`src/rtl/wicq_pkg.sv`:
```
// wicq_pkg: shared types and constants for the weighted in-order commit queue
// no dependencies; imported by the interfaces and every module of the block but wicq_ram
`default_nettype none

package wicq_pkg;

  // field widths fixed by the item format
  localparam int unsigned ID_W     = 16;
  localparam int unsigned WGT_W    = 5;
  localparam int unsigned UOP_W    = 8;
  localparam int unsigned CW_W     = 5;
  localparam int unsigned LIM_W    = 7;
  localparam int unsigned TOTAL_W  = 48;
  localparam int unsigned CFG_W    = 7;
  localparam int unsigned CFG_IDX_W = 1;
  // weight used so far plus one head weight: 16 + 31 fits in 6 bits
  localparam int unsigned SUM_W    = 6;

  // defaults for the top-level parameters
  localparam int unsigned DEF_QUEUE_DEPTH  = 64;
  localparam int unsigned DEF_MAX_WIDTH    = 16;
  localparam int unsigned DEF_COUNTER_BITS = 48;

  // reset values of the configuration registers
  localparam logic [CW_W-1:0]  CW_RESET  = 5'd4;
  localparam logic [LIM_W-1:0] LIM_RESET = 7'd32;

  // configuration register indexes
  localparam logic [CFG_IDX_W-1:0] REG_COMMIT_WIDTH = 1'd0;
  localparam logic [CFG_IDX_W-1:0] REG_QUEUE_LIMIT  = 1'd1;

  // item operation codes
  localparam logic OP_ARRIVE = 1'b0;
  localparam logic OP_TICK   = 1'b1;

  typedef struct packed {
    logic             op;
    logic [ID_W-1:0]  inst_id;
    logic [WGT_W-1:0] weight;
    logic [UOP_W-1:0] micro_ops;
    logic             is_float;
    logic             is_call;
  } in_item_t;

  typedef struct packed {
    logic               committed_valid;
    logic [ID_W-1:0]    committed_id;
    logic               last;
    logic               stall_res;
    logic               overflow;
    logic [TOTAL_W-1:0] total_insts;
    logic [TOTAL_W-1:0] total_ops;
    logic [TOTAL_W-1:0] total_int;
    logic [TOTAL_W-1:0] total_float;
    logic [TOTAL_W-1:0] total_call;
    logic [TOTAL_W-1:0] total_blocked;
  } out_item_t;

  // one queue entry as held in the store
  typedef struct packed {
    logic             is_call;
    logic             is_float;
    logic [UOP_W-1:0] micro_ops;
    logic [WGT_W-1:0] weight;
    logic [ID_W-1:0]  inst_id;
  } entry_t;

  localparam int unsigned ENTRY_W = $bits(entry_t);

  // classified command handed from the front to the back
  typedef struct packed {
    logic   is_tick;
    entry_t entry;
  } cmd_t;

endpackage

`default_nettype wire

```
`src/rtl/wicq_ifs.sv`:
```
// wicq_ifs: valid/ready channel interfaces for input and result items
// depends on wicq_pkg for the payload types
`default_nettype none

interface wicq_in_if;
  import wicq_pkg::*;
  logic     valid;
  logic     ready;
  in_item_t data;
  modport source (output valid, output data, input ready);
  modport sink (input valid, input data, output ready);
endinterface

interface wicq_out_if;
  import wicq_pkg::*;
  logic      valid;
  logic      ready;
  out_item_t data;
  modport source (output valid, output data, input ready);
  modport sink (input valid, input data, output ready);
endinterface

`default_nettype wire

```
`src/rtl/weighted_inorder_commit_queue.sv`:
```
// Weighted in-order commit queue. An arrive item appends an instruction to a
// ring of QUEUE_DEPTH entries held in one RAM and yields one result, with
// overflow set when the ring was full. A tick item retires from the head in
// order while the weight used stays within commit_width (saturated to
// MAX_WIDTH) and yields one result per retired instruction, or a single empty
// result; every result of a tick carries the stall flag and totals as they
// stand after the whole tick. A front part takes items into a two-entry
// command queue; the back part executes one command at a time and leaves its
// results in an output register. An arrive is accepted and then emits its
// result; a tick passes through accept, a first RAM read, one evaluation per
// entry retired plus the one that stops, and a closing step, then emits one
// result per retired instruction or a single empty result; result stalls hold
// the emit step. The RAM is not cleared after reset and needs no clearing pass.
// Depends on wicq_pkg, wicq_ifs, wicq_front, wicq_back, wicq_ram.
`default_nettype none

module weighted_inorder_commit_queue #(
  parameter int unsigned QUEUE_DEPTH  = wicq_pkg::DEF_QUEUE_DEPTH,
  parameter int unsigned MAX_WIDTH    = wicq_pkg::DEF_MAX_WIDTH,
  parameter int unsigned COUNTER_BITS = wicq_pkg::DEF_COUNTER_BITS
) (
  input  wire logic                            clk,
  input  wire logic                            rst_n,
  wicq_in_if.sink                              in_ch,
  wicq_out_if.source                           out_ch,
  input  wire logic                            cfg_we,
  input  wire logic [wicq_pkg::CFG_IDX_W-1:0]  cfg_index,
  input  wire logic [wicq_pkg::CFG_W-1:0]      cfg_data
);
  import wicq_pkg::*;

  logic [CW_W-1:0]  commit_width_r;
  logic [LIM_W-1:0] queue_limit_r;
  cmd_t             cmd;
  logic             cmd_valid;
  logic             cmd_ready;

  // configuration registers
  always_ff @(posedge clk) begin
    if (!rst_n) begin
      commit_width_r <= CW_RESET;
      queue_limit_r  <= LIM_RESET;
    end else if (cfg_we) begin
      case (cfg_index)
        REG_COMMIT_WIDTH: commit_width_r <= cfg_data[CW_W-1:0];
        REG_QUEUE_LIMIT:  queue_limit_r  <= cfg_data[LIM_W-1:0];
        default: begin
        end
      endcase
    end
  end

  wicq_front u_front (
    .clk       (clk),
    .rst_n     (rst_n),
    .in_ch     (in_ch),
    .cmd       (cmd),
    .cmd_valid (cmd_valid),
    .cmd_ready (cmd_ready)
  );

  wicq_back #(
    .QUEUE_DEPTH  (QUEUE_DEPTH),
    .MAX_WIDTH    (MAX_WIDTH),
    .COUNTER_BITS (COUNTER_BITS)
  ) u_back (
    .clk          (clk),
    .rst_n        (rst_n),
    .cmd          (cmd),
    .cmd_valid    (cmd_valid),
    .cmd_ready    (cmd_ready),
    .commit_width (commit_width_r),
    .queue_limit  (queue_limit_r),
    .out_ch       (out_ch)
  );

`ifndef SYNTH
  // an empty result always closes its item
  a_empty_is_last: assert property (@(posedge clk) disable iff (!rst_n)
    (out_ch.valid && !out_ch.data.committed_valid) |-> out_ch.data.last)
    else $error("empty result without last");

  // an empty result reports a zero id
  a_empty_id_zero: assert property (@(posedge clk) disable iff (!rst_n)
    (out_ch.valid && !out_ch.data.committed_valid) |-> (out_ch.data.committed_id == '0))
    else $error("empty result with nonzero id");

  // a dropped arrive is never reported as a commit
  a_overflow_alone: assert property (@(posedge clk) disable iff (!rst_n)
    (out_ch.valid && out_ch.data.overflow) |->
      (!out_ch.data.committed_valid && out_ch.data.last))
    else $error("overflow on a commit result");

  // no result right after reset
  a_reset_quiet: assert property (@(posedge clk)
    $past(!rst_n) |-> !out_ch.valid)
    else $error("result valid right after reset");
`endif

endmodule

`default_nettype wire

```
`src/rtl/wicq_ram.sv`:
```
// wicq_ram: generic single-write, single-read RAM with registered read data
// no dependencies
`default_nettype none

module wicq_ram #(
  parameter int unsigned WIDTH = 31,
  parameter int unsigned DEPTH = 64
) (
  input  wire logic                     clk,
  input  wire logic                     we,
  input  wire logic [$clog2(DEPTH)-1:0] waddr,
  input  wire logic [WIDTH-1:0]         wdata,
  input  wire logic [$clog2(DEPTH)-1:0] raddr,
  output logic      [WIDTH-1:0]         rdata
);

  logic [WIDTH-1:0] mem [DEPTH];

  // write port and registered read port
  always_ff @(posedge clk) begin
    if (we) begin
      mem[waddr] <= wdata;
    end
    rdata <= mem[raddr];
  end

endmodule

`default_nettype wire

```
`src/rtl/wicq_front.sv`:
```
// wicq_front: accepts input items, classifies them into arrive/tick commands
// and holds them in a two-entry command queue; depends on wicq_pkg, wicq_ifs
`default_nettype none

module wicq_front (
  input  wire logic  clk,
  input  wire logic  rst_n,
  wicq_in_if.sink    in_ch,
  output wicq_pkg::cmd_t cmd,
  output logic       cmd_valid,
  input  wire logic  cmd_ready
);
  import wicq_pkg::*;

  cmd_t       slot_r [2];
  logic       wr_ptr_r;
  logic       rd_ptr_r;
  logic [1:0] cnt_r;
  logic       push;
  logic       pop;
  cmd_t       cmd_in;

  // classify the incoming item
  always_comb begin
    cmd_in.is_tick          = (in_ch.data.op == OP_TICK);
    cmd_in.entry.inst_id    = in_ch.data.inst_id;
    cmd_in.entry.weight     = in_ch.data.weight;
    cmd_in.entry.micro_ops  = in_ch.data.micro_ops;
    cmd_in.entry.is_float   = in_ch.data.is_float;
    cmd_in.entry.is_call    = in_ch.data.is_call;
  end

  assign in_ch.ready = (cnt_r != 2'd2);
  assign cmd_valid   = (cnt_r != 2'd0);
  assign cmd         = slot_r[rd_ptr_r];
  assign push        = in_ch.valid && in_ch.ready;
  assign pop         = cmd_valid && cmd_ready;

  // command queue pointers and count
  always_ff @(posedge clk) begin
    if (!rst_n) begin
      wr_ptr_r <= 1'b0;
      rd_ptr_r <= 1'b0;
      cnt_r    <= 2'd0;
    end else begin
      if (push) begin
        wr_ptr_r <= ~wr_ptr_r;
      end
      if (pop) begin
        rd_ptr_r <= ~rd_ptr_r;
      end
      if (push && !pop) begin
        cnt_r <= cnt_r + 2'd1;
      end else if (pop && !push) begin
        cnt_r <= cnt_r - 2'd1;
      end
    end
  end

  // command storage
  always_ff @(posedge clk) begin
    if (push) begin
      slot_r[wr_ptr_r] <= cmd_in;
    end
  end

endmodule

`default_nettype wire

```
`src/rtl/wicq_back.sv`:
```
// wicq_back: commit engine; owns the entry store, ring pointers and totals,
// retires from the head and emits result items; depends on wicq_pkg, wicq_ifs,
// wicq_ram
`default_nettype none

module wicq_back #(
  parameter int unsigned QUEUE_DEPTH  = wicq_pkg::DEF_QUEUE_DEPTH,
  parameter int unsigned MAX_WIDTH    = wicq_pkg::DEF_MAX_WIDTH,
  parameter int unsigned COUNTER_BITS = wicq_pkg::DEF_COUNTER_BITS
) (
  input  wire logic                         clk,
  input  wire logic                         rst_n,
  input  wire wicq_pkg::cmd_t               cmd,
  input  wire logic                         cmd_valid,
  output logic                              cmd_ready,
  input  wire logic [wicq_pkg::CW_W-1:0]    commit_width,
  input  wire logic [wicq_pkg::LIM_W-1:0]   queue_limit,
  wicq_out_if.source                        out_ch
);
  import wicq_pkg::*;

  localparam int unsigned PTR_W = $clog2(QUEUE_DEPTH);
  localparam int unsigned OCC_W = $clog2(QUEUE_DEPTH + 1);
  localparam int unsigned CMP_W = (OCC_W > LIM_W) ? OCC_W : LIM_W;
  localparam int unsigned NUM_W = $clog2(MAX_WIDTH + 1);
  localparam int unsigned IDX_W = (MAX_WIDTH > 1) ? $clog2(MAX_WIDTH) : 1;
  localparam int unsigned CNT_W = COUNTER_BITS;

  typedef enum logic [2:0] {
    S_IDLE,
    S_RD,
    S_EV,
    S_FIN,
    S_EMIT
  } state_t;

  state_t            state_r;
  logic [PTR_W-1:0]  head_r;
  logic [PTR_W-1:0]  tail_r;
  logic [OCC_W-1:0]  occ_r;
  logic [SUM_W-1:0]  used_r;
  logic [NUM_W-1:0]  n_r;
  logic [NUM_W-1:0]  k_r;
  logic              ovf_r;
  logic [ID_W-1:0]   ids_r [MAX_WIDTH];
  logic [CNT_W-1:0]  insts_r;
  logic [CNT_W-1:0]  ops_r;
  logic [CNT_W-1:0]  int_r;
  logic [CNT_W-1:0]  float_r;
  logic [CNT_W-1:0]  call_r;
  logic [CNT_W-1:0]  blocked_r;
  logic              out_valid_r;
  out_item_t         out_data_r;

  logic [PTR_W-1:0]  head_adv;
  logic [PTR_W-1:0]  tail_adv;
  logic [PTR_W-1:0]  raddr;
  entry_t            head_entry;
  logic [ENTRY_W-1:0] rdata;
  logic              full;
  logic              stall;
  logic [WGT_W-1:0]  width_eff;
  logic [SUM_W-1:0]  used_nxt;
  logic              retire;
  logic              take;
  logic              mem_we;
  logic              emit_go;
  logic              emit_last;

  // ring pointer advance with wrap at the queue depth
  assign head_adv = (head_r == PTR_W'(QUEUE_DEPTH - 1)) ? '0 : head_r + 1'b1;
  assign tail_adv = (tail_r == PTR_W'(QUEUE_DEPTH - 1)) ? '0 : tail_r + 1'b1;

  assign full  = (occ_r == OCC_W'(QUEUE_DEPTH));
  assign stall = (CMP_W'(occ_r) >= CMP_W'(queue_limit));

  // commit width saturated to the widest supported
  assign width_eff = (commit_width > CW_W'(MAX_WIDTH)) ? CW_W'(MAX_WIDTH) : commit_width;

  assign cmd_ready = (state_r == S_IDLE);
  assign take      = cmd_valid && cmd_ready;
  assign mem_we    = take && !cmd.is_tick && !full;

  // while retiring, prefetch the entry after the head
  assign raddr      = (state_r == S_EV) ? head_adv : head_r;
  assign head_entry = entry_t'(rdata);

  wicq_ram #(
    .WIDTH (ENTRY_W),
    .DEPTH (QUEUE_DEPTH)
  ) u_store (
    .clk   (clk),
    .we    (mem_we),
    .waddr (tail_r),
    .wdata (cmd.entry),
    .raddr (raddr),
    .rdata (rdata)
  );

  // retire decision for the current head
  always_comb begin
    used_nxt = used_r + SUM_W'(head_entry.weight);
    retire   = (state_r == S_EV) && (occ_r != '0)
               && (used_r < SUM_W'(width_eff))
               && (n_r < NUM_W'(MAX_WIDTH))
               && (used_nxt <= SUM_W'(width_eff));
  end

  assign emit_go   = (state_r == S_EMIT) && (!out_valid_r || out_ch.ready);
  assign emit_last = (n_r == '0) || (k_r + 1'b1 == n_r);

  // sequencer, store bookkeeping, totals and output register
  always_ff @(posedge clk) begin
    if (!rst_n) begin
      state_r     <= S_IDLE;
      head_r      <= '0;
      tail_r      <= '0;
      occ_r       <= '0;
      used_r      <= '0;
      n_r         <= '0;
      k_r         <= '0;
      ovf_r       <= 1'b0;
      insts_r     <= '0;
      ops_r       <= '0;
      int_r       <= '0;
      float_r     <= '0;
      call_r      <= '0;
      blocked_r   <= '0;
      out_valid_r <= 1'b0;
    end else begin
      if (out_valid_r && out_ch.ready && !emit_go) begin
        out_valid_r <= 1'b0;
      end
      case (state_r)
        S_IDLE: begin
          if (take) begin
            used_r <= '0;
            n_r    <= '0;
            k_r    <= '0;
            if (cmd.is_tick) begin
              ovf_r   <= 1'b0;
              state_r <= S_RD;
            end else begin
              ovf_r <= full;
              if (!full) begin
                tail_r <= tail_adv;
                occ_r  <= occ_r + 1'b1;
              end
              state_r <= S_EMIT;
            end
          end
        end
        S_RD: begin
          state_r <= S_EV;
        end
        S_EV: begin
          if (retire) begin
            head_r   <= head_adv;
            occ_r    <= occ_r - 1'b1;
            used_r   <= used_nxt;
            ids_r[n_r[IDX_W-1:0]] <= head_entry.inst_id;
            n_r      <= n_r + 1'b1;
            insts_r  <= insts_r + 1'b1;
            ops_r    <= ops_r + CNT_W'(head_entry.micro_ops);
            if (head_entry.is_float) begin
              float_r <= float_r + 1'b1;
            end else begin
              int_r <= int_r + 1'b1;
            end
            if (head_entry.is_call) begin
              call_r <= call_r + 1'b1;
            end
          end else begin
            state_r <= S_FIN;
          end
        end
        S_FIN: begin
          if (stall) begin
            blocked_r <= blocked_r + 1'b1;
          end
          state_r <= S_EMIT;
        end
        S_EMIT: begin
          if (emit_go) begin
            out_valid_r                <= 1'b1;
            out_data_r.committed_valid <= (n_r != '0);
            out_data_r.committed_id    <= (n_r != '0) ? ids_r[k_r[IDX_W-1:0]] : '0;
            out_data_r.last            <= emit_last;
            out_data_r.stall_res       <= stall;
            out_data_r.overflow        <= ovf_r;
            out_data_r.total_insts     <= TOTAL_W'(insts_r);
            out_data_r.total_ops       <= TOTAL_W'(ops_r);
            out_data_r.total_int       <= TOTAL_W'(int_r);
            out_data_r.total_float     <= TOTAL_W'(float_r);
            out_data_r.total_call      <= TOTAL_W'(call_r);
            out_data_r.total_blocked   <= TOTAL_W'(blocked_r);
            k_r <= k_r + 1'b1;
            if (emit_last) begin
              state_r <= S_IDLE;
            end
          end
        end
        default: begin
          state_r <= S_IDLE;
        end
      endcase
    end
  end

  assign out_ch.valid = out_valid_r;
  assign out_ch.data  = out_data_r;

endmodule

`default_nettype wire

```
`src/flat_wrapper.sv`:
```
// flat-port wrapper written by rule: the top's interface ports become plain ports
module weighted_inorder_commit_queue_flat import wicq_pkg::*;
#(
  parameter int unsigned QUEUE_DEPTH  = wicq_pkg::DEF_QUEUE_DEPTH,
  parameter int unsigned MAX_WIDTH    = wicq_pkg::DEF_MAX_WIDTH,
  parameter int unsigned COUNTER_BITS = wicq_pkg::DEF_COUNTER_BITS
)
  (clk, rst_n, cfg_we, cfg_index, cfg_data, in_ch_valid, in_ch_data, in_ch_ready, out_ch_valid, out_ch_data, out_ch_ready);
  wicq_in_if in_ch_i ();
  wicq_out_if out_ch_i ();
  input  wire logic clk;
  input  wire logic rst_n;
  input  wire logic cfg_we;
  input  wire logic [wicq_pkg::CFG_IDX_W-1:0] cfg_index;
  input  wire logic [wicq_pkg::CFG_W-1:0] cfg_data;
  input wire logic [$bits(in_ch_i.valid)-1:0] in_ch_valid;
  input wire logic [$bits(in_ch_i.data)-1:0] in_ch_data;
  output wire logic [$bits(in_ch_i.ready)-1:0] in_ch_ready;
  output wire logic [$bits(out_ch_i.valid)-1:0] out_ch_valid;
  output wire logic [$bits(out_ch_i.data)-1:0] out_ch_data;
  input wire logic [$bits(out_ch_i.ready)-1:0] out_ch_ready;
  assign in_ch_i.valid = in_ch_valid;
  assign in_ch_i.data = in_ch_data;
  assign in_ch_ready = in_ch_i.ready;
  assign out_ch_valid = out_ch_i.valid;
  assign out_ch_data = out_ch_i.data;
  assign out_ch_i.ready = out_ch_ready;
  weighted_inorder_commit_queue #(.QUEUE_DEPTH(QUEUE_DEPTH), .MAX_WIDTH(MAX_WIDTH), .COUNTER_BITS(COUNTER_BITS)) u_core (.clk(clk), .rst_n(rst_n), .in_ch(in_ch_i), .out_ch(out_ch_i), .cfg_we(cfg_we), .cfg_index(cfg_index), .cfg_data(cfg_data));
endmodule
```
`config.mk`:
```
export PLATFORM = sky130hd
export DESIGN_NAME = weighted_inorder_commit_queue_flat
export DESIGN_NICKNAME = d
export VERILOG_FILES = /design/src/rtl/wicq_pkg.sv /design/src/rtl/wicq_ifs.sv /design/src/rtl/weighted_inorder_commit_queue.sv /design/src/rtl/wicq_ram.sv /design/src/rtl/wicq_front.sv /design/src/rtl/wicq_back.sv /design/src/flat_wrapper.sv
export SDC_FILE = /design/constraint.sdc
export NUM_CORES = 2
export LEC_CHECK = 0
export BUFFER_PORTS_ARGS = -buffer_cell sky130_fd_sc_hd__buf_4
export CAP_MARGIN = 15
export CELL_PAD_IN_SITES_DETAIL_PLACEMENT = 1
export CELL_PAD_IN_SITES_GLOBAL_PLACEMENT = 2
export CORE_MARGIN = 5
export CORE_UTILIZATION = 45
export CTS_CLUSTER_SIZE = 10
export DETAILED_ROUTE_END_ITERATION = 7
export MAX_ROUTING_LAYER = met4
export PLACE_DENSITY = 0.83
export RECOVER_POWER = 50
export SETUP_SLACK_MARGIN = 0.5
export SKIP_CTS_REPAIR_TIMING = 1
export SLEW_MARGIN = 0
export SYNTH_ARGS = -nofsm -noshare
export SYNTH_HDL_FRONTEND = slang
export SYNTH_SLANG_ARGS = --single-unit
```
`constraint.sdc`:
```
create_clock -name clk -period 23.7 [get_ports clk]
set_clock_uncertainty 0.05 [all_clocks]
set_input_delay 4.74 -clock clk [delete_from_list [all_inputs] [get_ports clk]]
set_output_delay 4.74 -clock clk [all_outputs]
set_load 0.01 [all_outputs]
```
==> results.cfg <==
[run_status]
status = finished, violations left
violations = max-capacitance violations, max-slew violations

[yosys]
synth_nets = 8572
synth_top_family_by_area = simple AND/OR/NAND/NOR gates
yosys_most_used_dff = edfxtp_1
synth_most_common_cell = edfxtp_1
synth-seq-area-share = 0.733
synth_compound_area_frac = 0.0572
ys_types = 69
yosys.area_share.simple = 0.120
synth_area_leaders = edfxtp_1 (67%), dfxtp_1 (6.4%), nand2_1 (5.2%), mux2i_1 (3.0%), a21oi_1 (2.9%)
synthArstFlopShare = 0
synth_top_cell_by_area = edfxtp_1
synth.mux.area_fraction = 0.0538
synth_cells = 8477
synth_common_cells = edfxtp_1 (2,612), nand2_1 (1,625), a21oi_1 (684)
synth_edf_count = 2612
synth_fa_ha_area_frac = 0.00553
ys_warn_count = 0
avgSynthCellArea_um2 = 13.8
synth_top_area_share = 0.669
synth_xor_area_frac = 0.0111
syn-cell-area_mm2 = 0.117
synth_seq_cells = 2988

[timing]
final_hold_viol_count = 0
period_minus_slack_ns = 7.93
relSlewSlack = -1.73
slew_viol_final = 2646
rsz0062_at_grt = false
fmax_mhz = 126
setup_viol = 0
worst_pin_slew_ns = 4.09
tns_ns = 0
timing.final.crit_share = 0.335

[setup_path]
crit_arrival_ns = 8.45
path_max_fanout = 164
critPathMostFrequentCell = buf_4
path_buf_inv = 5
crit_path_top_delay_cell = buf_4
critPathMaxStageDelay_ns = 0.91
crit_chain = clkbuf_8 > inv_8 > nor2_4 > buf_4 > buf_12 > buf_4
startpoint = rst_n
start_kind = input pin
end_kind = flip-flop
crit_family = buffers and inverters
worst_ep_required_time_ns = 24.22
crit_type = in2reg

[drt]
vias = 74958
drcViolationCount = 0
vias_per_cell = 5.98
first_iter_violations = 7735
wl_per_cell_um = 28.0
ant_nets = 0
wirelength_um = 350000
first_pass_iters = 6

[clocking]
cts_root_buf = clkbuf_16
ctsHtreeMaxLevel = 5
cts_made_buffers = 354
cts_max_path_buffers = 4
cts_tree = done
path_clk_slew_ns = 0.06
clock_latency_ns = 0.99
cts_sinks = 2988

[final_layout]
design_area_mm2 = 0.135
num-fill-cells = 25208
synthToLayoutAreaGrowth_pct = 14.7
final_nets = 9012
ff_latch_area_mm2 = 0.0860
layout-drive-gt1-share = 0.133
multi_input_area_mm2 = 0.0298

[grt]
grt_pass1_wl_um = 512000
grt_usage = 0.259
grt_overflow = 0
antenna_found_initial = 22
grt_max_degree = 208
first_global_vias = 77967

[pwr]
power_density_mw_per_mm2 = 98.6
p_leak_nw = 45.9
irDropWorstVdd_mv = 0.0774

[floorplanning]
start_util = 0.452
die_area_mm2 = 0.271
io_pins = 355
die_x_um = 520
core-area_mm2 = 0.259
fp.dieH_um = 520
rows = 187

[placed_design]
gp_congestion = 0.817
io_buffer_count = 354
dp_hpwl_um = 197000
place_area_mm2 = 0.125

[job]
max_cap_viol_count = 50

[min_path]
worstHoldStart = u_core.u_back.ops_r[33]
hp-class = reg2reg
==> flip-flops by register name, indices dropped and copies added (netlist names), 6 cells and up, named ones only <==
| register | flops |
|---|---|
| u_core.u_back.ids_r | 256 |
| u_core.u_back.int_r | 48 |
| u_core.u_back.float_r | 48 |
| u_core.u_back.tail_r | 6 |
| u_core.u_back.ops_r | 48 |
| u_core.u_back.occ_r | 7 |
| u_core.queue_limit_r | 7 |
| u_core.u_back.call_r | 48 |
| u_core.u_back.used_r | 6 |
| u_core.u_back.u_store.rdata | 31 |
| u_core.u_front.slot_r | 64 |
| u_core.u_back.u_store.mem | 1984 |
| u_core.u_back.head_r | 6 |
| u_core.u_back.out_ch.data | 308 |
| u_core.u_back.insts_r | 48 |
| u_core.u_back.blocked_r | 48 |
==> power by group <==
group / internal [W] / switching [W]
clock network: 0.00278 / 0.00200
registers: 0.00624 / 0.000148
logic: 0.000549 / 0.00154
==> stage by stage <==
stage | hold WS (ns) | cells | setup slack, ns | util | total power, W
6_report | 0.401 | 12525 | 15.77 | 0.518 | 0.0133
5_1_grt | 0.413 | 12523 | 15.54 | 0.518 | 0.0137
4_1_cts | 0.402 | 12509 | 15.81 | 0.519 | 0.0133
3_5_place_dp | 0.389 | 11961 | 14.80 | 0.481 | 0.00852
3_3_place_gp | 0.385 | 11958 | 14.96 | 0.481 | 0.00841
2_1_floorplan | 0.359 | 8477 | 4.51 | - | 0.00761
==> layer usage <==
metal	wire length (um)	global-route usage
met3	23700	0.0397
met1	144000	0.335
met2	170000	0.423
met5	0	-
met4	12200	0.0830
==> final timing paths <==
kind                                  endpoint  slack, ns  cells after the start
min reg2reg     u_core.u_back.out_ch.data[225]       0.40                      0
max reg2reg  u_core.u_back.u_store.mem[20][23]      17.06                      7
min             u_core.u_back.out_ch.data[225]       0.40                      0
max             u_core.u_back.out_ch.data[208]      15.77                      6
==> layout make-up <==
cell class | count | area share
sequential | 2988 | 0.639
multi-input combinational | 4928 | 0.222
clock buffer | 533 | 0.0718
timing repair buffer | 595 | 0.0328
tap | 3402 | 0.0316
inverter | 50 | 0.00146
clock inverter | 15 | 0.00126
antenna | 14 | 0.000260
==> cells in the final DEF (no fill, tap or decap), types with 222 or more instances in the layout <==
cell       instances
edfxtp_1        2612
nand2_1         1616
a21oi_1          683
buf_4            531
dfxtp_1          376
clkbuf_16        359
mux2i_1          347
nand3_1          314
nor2_1           271
clkbuf_1         222
==> kinds of logic after synthesis <==
family          after synthesis
compound gates             1138
xor+xnor                    149
fa+ha+maj                    50
buf+inv                     561
flops                      2988
mux                         489
simple gates               3102
No activity file was read; power rests on OpenSTA's default activity.
